$ cat config.mk
export PLATFORM = sky130hd
export DESIGN_NAME = line_or_block_byte_framer
export DESIGN_NICKNAME = d
export VERILOG_FILES = /design/src/rtl/lbf_pkg.sv /design/src/rtl/lbf_core.sv /design/src/rtl/lbf_out_fifo.sv /design/src/rtl/line_or_block_byte_framer.sv
export SDC_FILE = /design/constraint.sdc
export NUM_CORES = 1
export LEC_CHECK = 0
export ABC_AREA = 1
export BUFFER_PORTS_ARGS = -buffer_cell sky130_fd_sc_hd__buf_2
export CORE_ASPECT_RATIO = 0.75
export CORE_MARGIN = 2
export CORE_UTILIZATION = 55
export DETAILED_ROUTE_END_ITERATION = 10
export GPL_TIMING_DRIVEN = 0
export HOLD_SLACK_MARGIN = 0.06
export PLACE_DENSITY_LB_ADDON = 0.08
export SYNTH_ARGS = -nofsm -noshare
export SYNTH_HDL_FRONTEND = slang
export SYNTH_SLANG_ARGS = --single-unit
$ cat constraint.sdc
create_clock -name clk_i -period 4.3 [get_ports clk_i]
set_clock_uncertainty 0.15 [all_clocks]
set_input_delay 0 -clock clk_i [delete_from_list [all_inputs] [get_ports clk_i]]
set_output_delay 0 -clock clk_i [all_outputs]
set_load 0.05 [all_outputs]
$ cat src/rtl/lbf_pkg.sv
// ----------------------------------------------------------------------------
// lbf_pkg
// Shared types and constants of the line or block byte framer.
// ----------------------------------------------------------------------------
`default_nettype none

package lbf_pkg;

  // Framing bytes
  localparam logic [7:0] NL_BYTE = 8'h0A;
  localparam logic [7:0] CR_BYTE = 8'h0D;

  // Record length counter
  localparam logic [15:0] LEN_MAX = 16'hFFFF;

  // Configuration register indexes
  localparam logic CFG_LINE_MODE  = 1'b0;
  localparam logic CFG_BLOCK_SIZE = 1'b1;

  // Result queue geometry (depth is a power of two)
  localparam int FIFO_DEPTH = 4;
  localparam int PTR_W      = $clog2(FIFO_DEPTH);
  localparam int CNT_W      = $clog2(FIFO_DEPTH + 1);

  // One result item
  typedef struct packed {
    logic [7:0] byte_out;
    logic       has_byte;
    logic       end_of_record;
  } result_t;

  // Results of one input item: count of valid slots, slot 0 first
  typedef struct packed {
    logic [1:0]         count;
    result_t [1:0]      res;
  } step_t;

endpackage : lbf_pkg

`default_nettype wire

$ cat src/rtl/lbf_core.sv
// ----------------------------------------------------------------------------
// lbf_core
// Framing state (held byte, record length) and the per-item step logic.
// ----------------------------------------------------------------------------
`default_nettype none

module lbf_core (
  input  wire logic                   clk_i,
  input  wire logic                   rst_ni,
  input  wire logic                   line_mode_i,
  input  wire logic [15:0]            block_size_i,
  input  wire logic                   step_en_i,
  input  wire logic [7:0]             byte_in_i,
  output lbf_pkg::step_t              step_o
);

  logic [7:0]  held_q, held_d;
  logic        held_valid_q, held_valid_d;
  logic [15:0] len_q, len_d;
  logic [15:0] len_inc;
  logic        closing;

  // Work out the results of one item and the next state
  always_comb begin
    step_o       = '0;
    held_d       = held_q;
    held_valid_d = held_valid_q;
    len_d        = len_q;
    len_inc      = (len_q == lbf_pkg::LEN_MAX) ? len_q : len_q + 16'd1;
    closing      = 1'b0;
    if (!line_mode_i) begin
      // Block mode: flush any held byte, pass the new one on
      if (held_valid_q) begin
        step_o.res[0] = lbf_pkg::result_t'{byte_out: held_q, has_byte: 1'b1,
                                           end_of_record: 1'b0};
      end
      closing              = (len_inc >= block_size_i);
      step_o.res[held_valid_q] = lbf_pkg::result_t'{byte_out: byte_in_i,
                                                    has_byte: 1'b1,
                                                    end_of_record: closing};
      step_o.count = {1'b0, held_valid_q} + 2'd1;
      held_valid_d = 1'b0;
      held_d       = '0;
      len_d        = closing ? '0 : len_inc;
    end else if (byte_in_i == lbf_pkg::NL_BYTE) begin
      // Newline: close with the held byte, or with a bare marker
      if (held_valid_q && (held_q != lbf_pkg::CR_BYTE)) begin
        step_o.res[0] = lbf_pkg::result_t'{byte_out: held_q, has_byte: 1'b1,
                                           end_of_record: 1'b1};
      end else begin
        step_o.res[0] = lbf_pkg::result_t'{byte_out: 8'h00, has_byte: 1'b0,
                                           end_of_record: 1'b1};
      end
      step_o.count = 2'd1;
      held_valid_d = 1'b0;
      held_d       = '0;
      len_d        = '0;
    end else begin
      // Other byte in line mode: release the held byte, then hold or close
      if (held_valid_q) begin
        step_o.res[0] = lbf_pkg::result_t'{byte_out: held_q, has_byte: 1'b1,
                                           end_of_record: 1'b0};
      end
      closing = (block_size_i != 16'd0) && (len_inc >= block_size_i);
      if (closing) begin
        step_o.res[held_valid_q] = lbf_pkg::result_t'{byte_out: byte_in_i,
                                                      has_byte: 1'b1,
                                                      end_of_record: 1'b1};
        step_o.count = {1'b0, held_valid_q} + 2'd1;
        held_valid_d = 1'b0;
        held_d       = '0;
        len_d        = '0;
      end else begin
        step_o.count = {1'b0, held_valid_q};
        held_valid_d = 1'b1;
        held_d       = byte_in_i;
        len_d        = len_inc;
      end
    end
  end

  // Advance the framing state once per processed item
  always_ff @(posedge clk_i or negedge rst_ni) begin
    if (!rst_ni) begin
      held_q       <= '0;
      held_valid_q <= 1'b0;
      len_q        <= '0;
    end else if (step_en_i) begin
      held_q       <= held_d;
      held_valid_q <= held_valid_d;
      len_q        <= len_d;
    end
  end

endmodule : lbf_core

`default_nettype wire

$ cat src/rtl/lbf_out_fifo.sv
// ----------------------------------------------------------------------------
// lbf_out_fifo
// Small result queue: takes up to two results a cycle, gives one a cycle.
// ----------------------------------------------------------------------------
`default_nettype none

module lbf_out_fifo (
  input  wire logic                          clk_i,
  input  wire logic                          rst_ni,
  input  wire logic                          push_i,
  input  wire lbf_pkg::step_t                step_i,
  input  wire logic                          pop_i,
  output logic [lbf_pkg::CNT_W-1:0]          count_o,
  output lbf_pkg::result_t                   head_o
);

  lbf_pkg::result_t               mem_q [lbf_pkg::FIFO_DEPTH];
  logic [lbf_pkg::PTR_W-1:0]      wr_ptr_q, wr_ptr_d;
  logic [lbf_pkg::PTR_W-1:0]      rd_ptr_q, rd_ptr_d;
  logic [lbf_pkg::CNT_W-1:0]      count_q, count_d;
  logic [1:0]                     n_push;

  assign n_push  = push_i ? step_i.count : 2'd0;
  assign head_o  = mem_q[rd_ptr_q];
  assign count_o = count_q;

  // Advance pointers and fill count
  always_comb begin
    wr_ptr_d = wr_ptr_q + lbf_pkg::PTR_W'(n_push);
    rd_ptr_d = rd_ptr_q + lbf_pkg::PTR_W'(pop_i);
    count_d  = count_q + lbf_pkg::CNT_W'(n_push) - lbf_pkg::CNT_W'(pop_i);
  end

  always_ff @(posedge clk_i or negedge rst_ni) begin
    if (!rst_ni) begin
      wr_ptr_q <= '0;
      rd_ptr_q <= '0;
      count_q  <= '0;
    end else begin
      wr_ptr_q <= wr_ptr_d;
      rd_ptr_q <= rd_ptr_d;
      count_q  <= count_d;
    end
  end

  // Store the item's results in order
  always_ff @(posedge clk_i) begin
    if (n_push != 2'd0) begin
      mem_q[wr_ptr_q] <= step_i.res[0];
    end
    if (n_push == 2'd2) begin
      mem_q[wr_ptr_q + lbf_pkg::PTR_W'(1)] <= step_i.res[1];
    end
  end

endmodule : lbf_out_fifo

`default_nettype wire

$ cat src/rtl/line_or_block_byte_framer.sv
// Timing: the first result of an item reaches the outputs through the input register,
//   then the result queue, and can be taken while out_stall_i is low.
// Throughput: one item a cycle on the input while the queue has room for two results;
//   the output gives one result a cycle unless out_stall_i is high.
// Reset: asynchronous, active low; clears the queue, held byte and length, and sets
//   line_mode to 1 and block_size to 0.
// ----------------------------------------------------------------------------
// line_or_block_byte_framer
// Splits a byte stream into newline-terminated or fixed-length records.
// ----------------------------------------------------------------------------
`default_nettype none

module line_or_block_byte_framer (
  input  wire logic        clk_i,
  input  wire logic        rst_ni,
  // Configuration write port
  input  wire logic        cfg_we_i,
  input  wire logic        cfg_index_i,
  input  wire logic [15:0] cfg_data_i,
  // Input channel
  input  wire logic        in_valid_i,
  output logic             in_stall_o,
  input  wire logic [7:0]  byte_in_i,
  // Output channel
  output logic             out_valid_o,
  input  wire logic        out_stall_i,
  output logic [7:0]       byte_out_o,
  output logic             has_byte_o,
  output logic             end_of_record_o
);

  logic                          line_mode_q;
  logic [15:0]                   block_size_q;
  logic                          in_valid_q;
  logic [7:0]                    in_byte_q;
  logic                          proc;
  logic                          in_accept;
  logic                          out_pop;
  logic [lbf_pkg::CNT_W-1:0]     fifo_count;
  lbf_pkg::step_t                step;
  lbf_pkg::result_t              head;

  // Process the held item when the queue has room for two results
  assign proc      = in_valid_q &&
                     (fifo_count <= lbf_pkg::CNT_W'(lbf_pkg::FIFO_DEPTH - 2));
  assign in_stall_o = in_valid_q && !proc;
  assign in_accept = in_valid_i && !in_stall_o;
  assign out_valid_o = (fifo_count != '0);
  assign out_pop   = out_valid_o && !out_stall_i;

  assign byte_out_o      = head.byte_out;
  assign has_byte_o      = head.has_byte;
  assign end_of_record_o = head.end_of_record;

  // Configuration registers
  always_ff @(posedge clk_i or negedge rst_ni) begin
    if (!rst_ni) begin
      line_mode_q  <= 1'b1;
      block_size_q <= '0;
    end else if (cfg_we_i) begin
      case (cfg_index_i)
        lbf_pkg::CFG_LINE_MODE:  line_mode_q  <= cfg_data_i[0];
        lbf_pkg::CFG_BLOCK_SIZE: block_size_q <= cfg_data_i;
        default: ;
      endcase
    end
  end

  // Input register: load on accept, drop once processed
  always_ff @(posedge clk_i or negedge rst_ni) begin
    if (!rst_ni) begin
      in_valid_q <= 1'b0;
    end else if (in_accept) begin
      in_valid_q <= 1'b1;
    end else if (proc) begin
      in_valid_q <= 1'b0;
    end
  end

  always_ff @(posedge clk_i) begin
    if (in_accept) begin
      in_byte_q <= byte_in_i;
    end
  end

  lbf_core u_core (
    .clk_i        (clk_i),
    .rst_ni       (rst_ni),
    .line_mode_i  (line_mode_q),
    .block_size_i (block_size_q),
    .step_en_i    (proc),
    .byte_in_i    (in_byte_q),
    .step_o       (step)
  );

  lbf_out_fifo u_out_fifo (
    .clk_i   (clk_i),
    .rst_ni  (rst_ni),
    .push_i  (proc),
    .step_i  (step),
    .pop_i   (out_pop),
    .count_o (fifo_count),
    .head_o  (head)
  );

endmodule : line_or_block_byte_framer

`default_nettype wire

Yosys cells after proc, flatten, opt, wreduce, memory -nomap -nowiden
Memories as Yosys holds them, arrays and structs flattened.
Index checks and enable logic that the tools add are counted.
- register bits after elaboration: 58
- memory bits (writable): 40
- input bits: 30
- output and inout port bits: 12
- word-level logic and storage cells: 76
- memories: 1
- add/sub/neg operators: 7
- order comparisons: 4
- eq/ne operators: 4
- muxes and demuxes: 33
- bitwise logic cells: 1
- reduce and logical (&&, ||, !) cells: 16
- memory list (memory ; words ; width ; read ports ; clocked after memory_dff ; wr ports ; line ; RTL):
    u_out_fifo.mem_q ; 4 ; 10 ; 1 ; 0 ; 2 ; lbf_out_fifo.sv:17 ; lbf_pkg::result_t mem_q [lbf_pkg::FIFO_DEPTH];
- operator list (cell ; count):
    $mux W10 ; 8
    $mux W16 ; 5
    $bwmux W20 ; 2
    $mux W8 ; 3
    $mux W22 ; 1
    $mux W20 ; 1
    $add A16 B1 Y16 const B ; 1
    $eq A16 B16 Y1 const B ; 1
    $ge A16 B16 Y1 ; 1
    $reduce_bool A16 Y1 ; 1
    $demux W10 S1 ; 1
    $mux W1 ; 9
    $eq A8 B4 Y1 const B ; 1
    $ne A8 B4 Y1 const B ; 1
    $logic_and A1 B1 Y1 ; 7
    $mux W2 ; 3
    $reduce_and A2 Y1 ; 2
    $reduce_bool A2 Y1 ; 2
    $add A3 B2 Y3 ; 1
    $le A3 B2 Y1 const B ; 1
    $logic_not A1 Y1 ; 3
    $reduce_bool A3 Y1 ; 1
    $sub A3 B1 Y3 ; 1
    $add A1 B1 Y2 const B ; 1
    7 further kinds ; 7

Logic depth before layout (Yosys ltp)
- depth after elaboration: 12
- mapped depth: 32
- mapped depth without buffers: 30

Cells and area by module
From an unflattened synthesis, not the netlist that was laid out.
- cells, all modules: 806
- area, all modules: 6130.9 µm²
- by module, submodules not included (module ; times used ; cells an instance ; area an instance (µm²)):
    lbf_out_fifo ; 1 ; 327 ; 2600.0
    lbf_core ; 1 ; 384 ; 2487.4
    line_or_block_byte_framer ; 1 ; 95 ; 1043.5

Worst setup path after synthesis
OpenSTA, ideal clock, no wires.
- path kind: reg-to-reg
- start: reg u_core.len_q[0]
- end: mem u_out_fifo.mem_q[1][0] in the netlist's numbering (enable)
- setup time: 391 ps
- arrival: 3895 ps
- slack: -136 ps
- cell stages (with the launch flop): 31
- buffers on the path: 2
- path through: dfrtp_1 ha_1 nand2_1 nor2_2 nand3_2 nor2_4 nand2_2 nor2_2 nand2_1 nand2_1 xor2_1 inv_1 ha_1 nand2_1 inv_2 nand2_1 nor2_1 nor2_1 nand2_1 nand2_1 nand2_2 nand2_2 buf_6 ha_1 nand3b_1 nand2_2 nand3_4 nor2_4 inv_4 buf_8 o21ai_0
- RTL lines (item ; line ; RTL):
    start, declared ; lbf_core.sv:19 ; logic [15:0] len_q, len_d;
    start signal, assigned ; lbf_core.sv:91 ; len_q <= len_d;
    end, declared ; lbf_out_fifo.sv:17 ;

Worst setup path in the final report
- start: reg u_core.len_q[1]
- end: reg u_out_fifo.count_q (netlist bit u_out_fifo.count_o[2])
- cells in the longest elaborated chain, start to end: 10
- RTL lines (item ; line ; RTL):
    $add A16 B1 Y16 or $eq A16 B16 Y1 (tied branches) ; lbf_core.sv:29 ; len_inc = (len_q == lbf_pkg::LEN_MAX) ? len_q : len_q + 16'd1;
    $mux W16 * ; lbf_core.sv:29 ;
    $ge A16 B16 Y1 * ; lbf_core.sv:64 ; closing = (block_size_i != 16'd0) && (len_inc >= block_size_i);
    $logic_and A1 B1 Y1 * ; lbf_core.sv:64 ;
    $mux W2 * ; lbf_core.sv:65 ; if (closing) begin
    $mux W2 * ; lbf_core.sv:45 ; end else if (byte_in_i == lbf_pkg::NL_BYTE) begin
    $mux W22 * ; lbf_core.sv:31 ; if (!line_mode_i) begin
    $mux W2 * ; lbf_out_fifo.sv:23 ; assign n_push = push_i ? step_i.count : 2'd0;
    $add A3 B2 Y3 * ; lbf_out_fifo.sv:31 ; count_d = count_q + lbf_pkg::CNT_W'(n_push) - lbf_pkg::CNT_W'(pop_i);
    $sub A3 B1 Y3 * ; lbf_out_fifo.sv:31 ;
    named net u_out_fifo.count_d (one bit) ; lbf_out_fifo.sv:20 ; logic [lbf_pkg::CNT_W-1:0] count_q, count_d;
    end signal, assigned ; lbf_out_fifo.sv:42 ; count_q <= count_d;
    end, declared ; lbf_out_fifo.sv:20 ;
The timed path passes the listed nets; every way through them passes the cells marked *.
A chain may end at the register's enable or synchronous reset.

==> results_dict.tcl <==
set metrics [dict create \
    r2r_setup_slack_ns 0.11 \
    critPathCapture "u_out_fifo.count_o[2]" \
    drt_iter0_markers 641 \
    io_pins 42 \
    syn_area_um2 5780 \
    cap_violations 0 \
    timing.final.crit_period_ns 4.19 \
    worstPathMaxFanout 3 \
    grt_antenna_before_repair 0 \
    grt_overflow_total 0 \
    synth.most_common_cell "nand2_1" \
    cts_root_buf "clkbuf_16" \
    cts_buffer_depth 2 \
    fmax_mhz 239 \
    cts.reportedPaths.clkPinSlew_ns 0.07 \
    worstReg2RegStart "u_core.len_q[1]" \
    cts_buffers 9 \
    die_width_um 122 \
    core_um2 10200 \
    drc 0 \
    dieArea_um2 11300 \
    p_leak_nw 3.42 \
    grt_max_degree 51 \
    ys_ff_latch 98 \
    diodes 0 \
    worstMarginPinSlew_ns 1.14 \
    die_h_um 92.8 \
    synth-edff-count 48 \
    netlist_top_cells_count "nand2_1 (184), inv_1 (72), nor2_1 (70)" \
    gp_congestion 0.978 \
    htree_num_levels 3 \
    synth.distinct_cells 34 \
    holdWs_ns 0.128 \
    vias 5412 \
    ir_worst_vdd_mv 0.286 \
    p_total_mw 4.38 \
    yosysWarningCount 0 \
    seq_area_frac_synth_pct 46.6 \
    path_class "flop to flop" \
    worst_r2r_path_depth 31 \
    post_drt_wl_per_cell_um 17.4 \
    io_buffers 41 \
    pwr_density_cell_nw_per_um2 594 \
    cpPeakStageDelay_ns 0.39 \
    worstPathRequired_ns 4.38 \
    synth_area_leaders "edfxtp_1 (25%), dfrtp_1 (21%), nand2_1 (12%)" \
    syn-num-nets 765 \
    async_flop_share_pct 51.0 \
    yosys.area.top_type "edfxtp_1" \
    critPathLaunch "u_core.len_q[1]" \
    synth_cells 709 \
    clock_latency_ns 0.34 \
    grtUsageTotal_pct 30.5 \
    relSlewSlack_pct 24.1 \
    start_kind "flop" \
    crit_top_cell "nand2_4" \
    final_antenna_net_count 0 \
    yosysTopAreaCellShare_pct 25.0 \
    finalHoldViolations 0 \
    critPathArrivalTime_ns 4.27 \
    hp-class "primary input to flop" \
    setup-violations-final 0 \
    rsz0062_at_grt "yes" \
    routed_via_density 5.64 \
    layout.nets 874 \
    maxSlewViolCount 0 \
    dr.pass1.iters 5 \
    grt_pass1_vias 5191 \
    syn_area_per_cell_um2 8.15 \
    row_count 32 \
    slowest_stage "dfrtp_1" \
    drive_gt1_share_pct 21.1 \
    grt_pass1_wl_um 26200 \
    clock_sinks 98 \
    nFillCells 771 \
    status "finished, final reports clean" \
    reg2reg_to "u_out_fifo.count_o[2]" \
    synth-main-ff-cell "dfrtp_1" \
    area_growth_pct 27.9 \
    min_period_over_period_pct 97.4 \
    cp-end-kind "flop" \
    start_util_pct 56.4 \
    hpwlAfterDp_um 10900 \
    tritoncts "yes" \
    routed_wirelength_um 16700 \
]
[flip-flops by register name, indices dropped and copies added (netlist names)]
| register | count |
|---|---|
| u_out_fifo.mem_q | 40 |
| block_size_q | 16 |
| u_core.len_q | 16 |
| in_byte_q | 8 |
| u_core.held_q | 8 |
| u_out_fifo.count_o | 3 |
| u_out_fifo.rd_ptr_q | 2 |
| u_out_fifo.wr_ptr_q | 2 |
| in_valid_q | 1 |
| line_mode_q | 1 |
| u_core.held_valid_q | 1 |
[stage by stage]
step | cells | cell area [µm²] | setup slack, ns | util (%) | TNS [ns]
floorplan | 709 | 5790 | 0.0411 | - | 0
global placement | 886 | 6170 | -0.751 | 60.2 | -47.64
detailed placement | 886 | 6170 | -0.841 | 60.2 | -54.27
CTS | 954 | 7200 | -0.0102 | 70.2 | -0.0102
global route | 959 | 7390 | -0.103 | 72.1 | -2.45
finish | 959 | 7390 | 0.111 | 72.1 | 0
[critical path, delay by kind of cell (launching register included)]
kind / cells / cell delay [ns]
xor+xnor: 3 / 0.50
buf+inv: 4 / 0.30
fa+ha+maj: 5 / 1.17
flops: 1 / 0.39
simple gates: 19 / 1.54
[worst min path at each step]
stage	endpoint	depth (start not counted)	from	slack, ns
2_1_floorplan	block_size_q[0]	0	rst_ni	-0.45
3_3_place_gp	line_mode_q	2	cfg_we_i	0.03
3_5_place_dp	in_byte_q[3]	1	byte_in_i[3]	0.03
4_1_cts	block_size_q[8]	5	cfg_index_i	0.12
5_1_grt	block_size_q[8]	5	cfg_index_i	0.21
6_report	block_size_q[5]	5	cfg_index_i	0.13
[layout by cell type (no fill, tap or decap), types with 3 or more instances in the layout]
master / instances
dlygate4sd3_1: 31
ha_1: 19
nor4_1: 4
nor2_1: 65
nor2_2: 5
nand3_4: 4
xor2_1: 10
nor2_4: 10
o21ai_0: 44
inv_4: 4
edfxtp_1: 48
nand2_1: 173
clkbuf_1: 16
dfrtp_1: 47
clkbuf_16: 12
ha_4: 6
nand2_4: 6
o21ai_1: 7
o22ai_1: 15
buf_2: 41
buf_6: 3
nand3_2: 6
o21a_1: 8
inv_1: 69
nand3_1: 34
a21oi_1: 33
nand4_1: 15
nor3_1: 6
buf_4: 21
o21ai_4: 9
nand2_2: 19
inv_2: 10
[where the power goes]
group | switching [mW] | internal, mW | leakage, nW | total (mW)
clock | 0.348 | 0.554 | 0.165 | 0.902
sequential | 0.144 | 1.26 | 1.05 | 1.40
combinational | 1.47 | 0.613 | 2.20 | 2.08
[cells by family after synthesis]
logic type / synth area share, %
flops: 46.6
simple gates: 27.2
compound gates: 10.6
buf+inv: 7.71
xor+xnor: 2.12
fa+ha+maj: 5.76
[metal layers]
layer | up-vias | track usage [%] | wire [µm]
met5 | - | 0 | 0
met4 | 0 | 7.85 | 251
met3 | 28 | 6.03 | 1640
met2 | 273 | 44.4 | 7260
met1 | 2552 | 46.3 | 7580
li1 | 2559 | - | -
[area by class of cell]
| type | instances | area [µm²] | area share [%] |
|---|---|---|---|
| Tap cell | 136 | 170 | 2.30 |
| Inverter | 84 | 330 | 4.47 |
| Sequential cell | 98 | 2700 | 36.5 |
| Buffer | 17 | 80.1 | 1.08 |
| Multi-Input combinational cell | 510 | 3010 | 40.8 |
| Clock inverter | 2 | 37.5 | 0.508 |
| Clock buffer | 14 | 307 | 4.15 |
| Timing Repair Buffer | 98 | 752 | 10.2 |
[repair_timing]
action,4_1_cts,5_1_grt
gates resized for setup,39,34
pin swaps,22,23
setup endpoints to repair,85,82
hold buffers,31,0
endpoints found under the hold margin,77,0
cloned,4,1
buffers inserted,19,7
(Power assumes the default switching activity.)
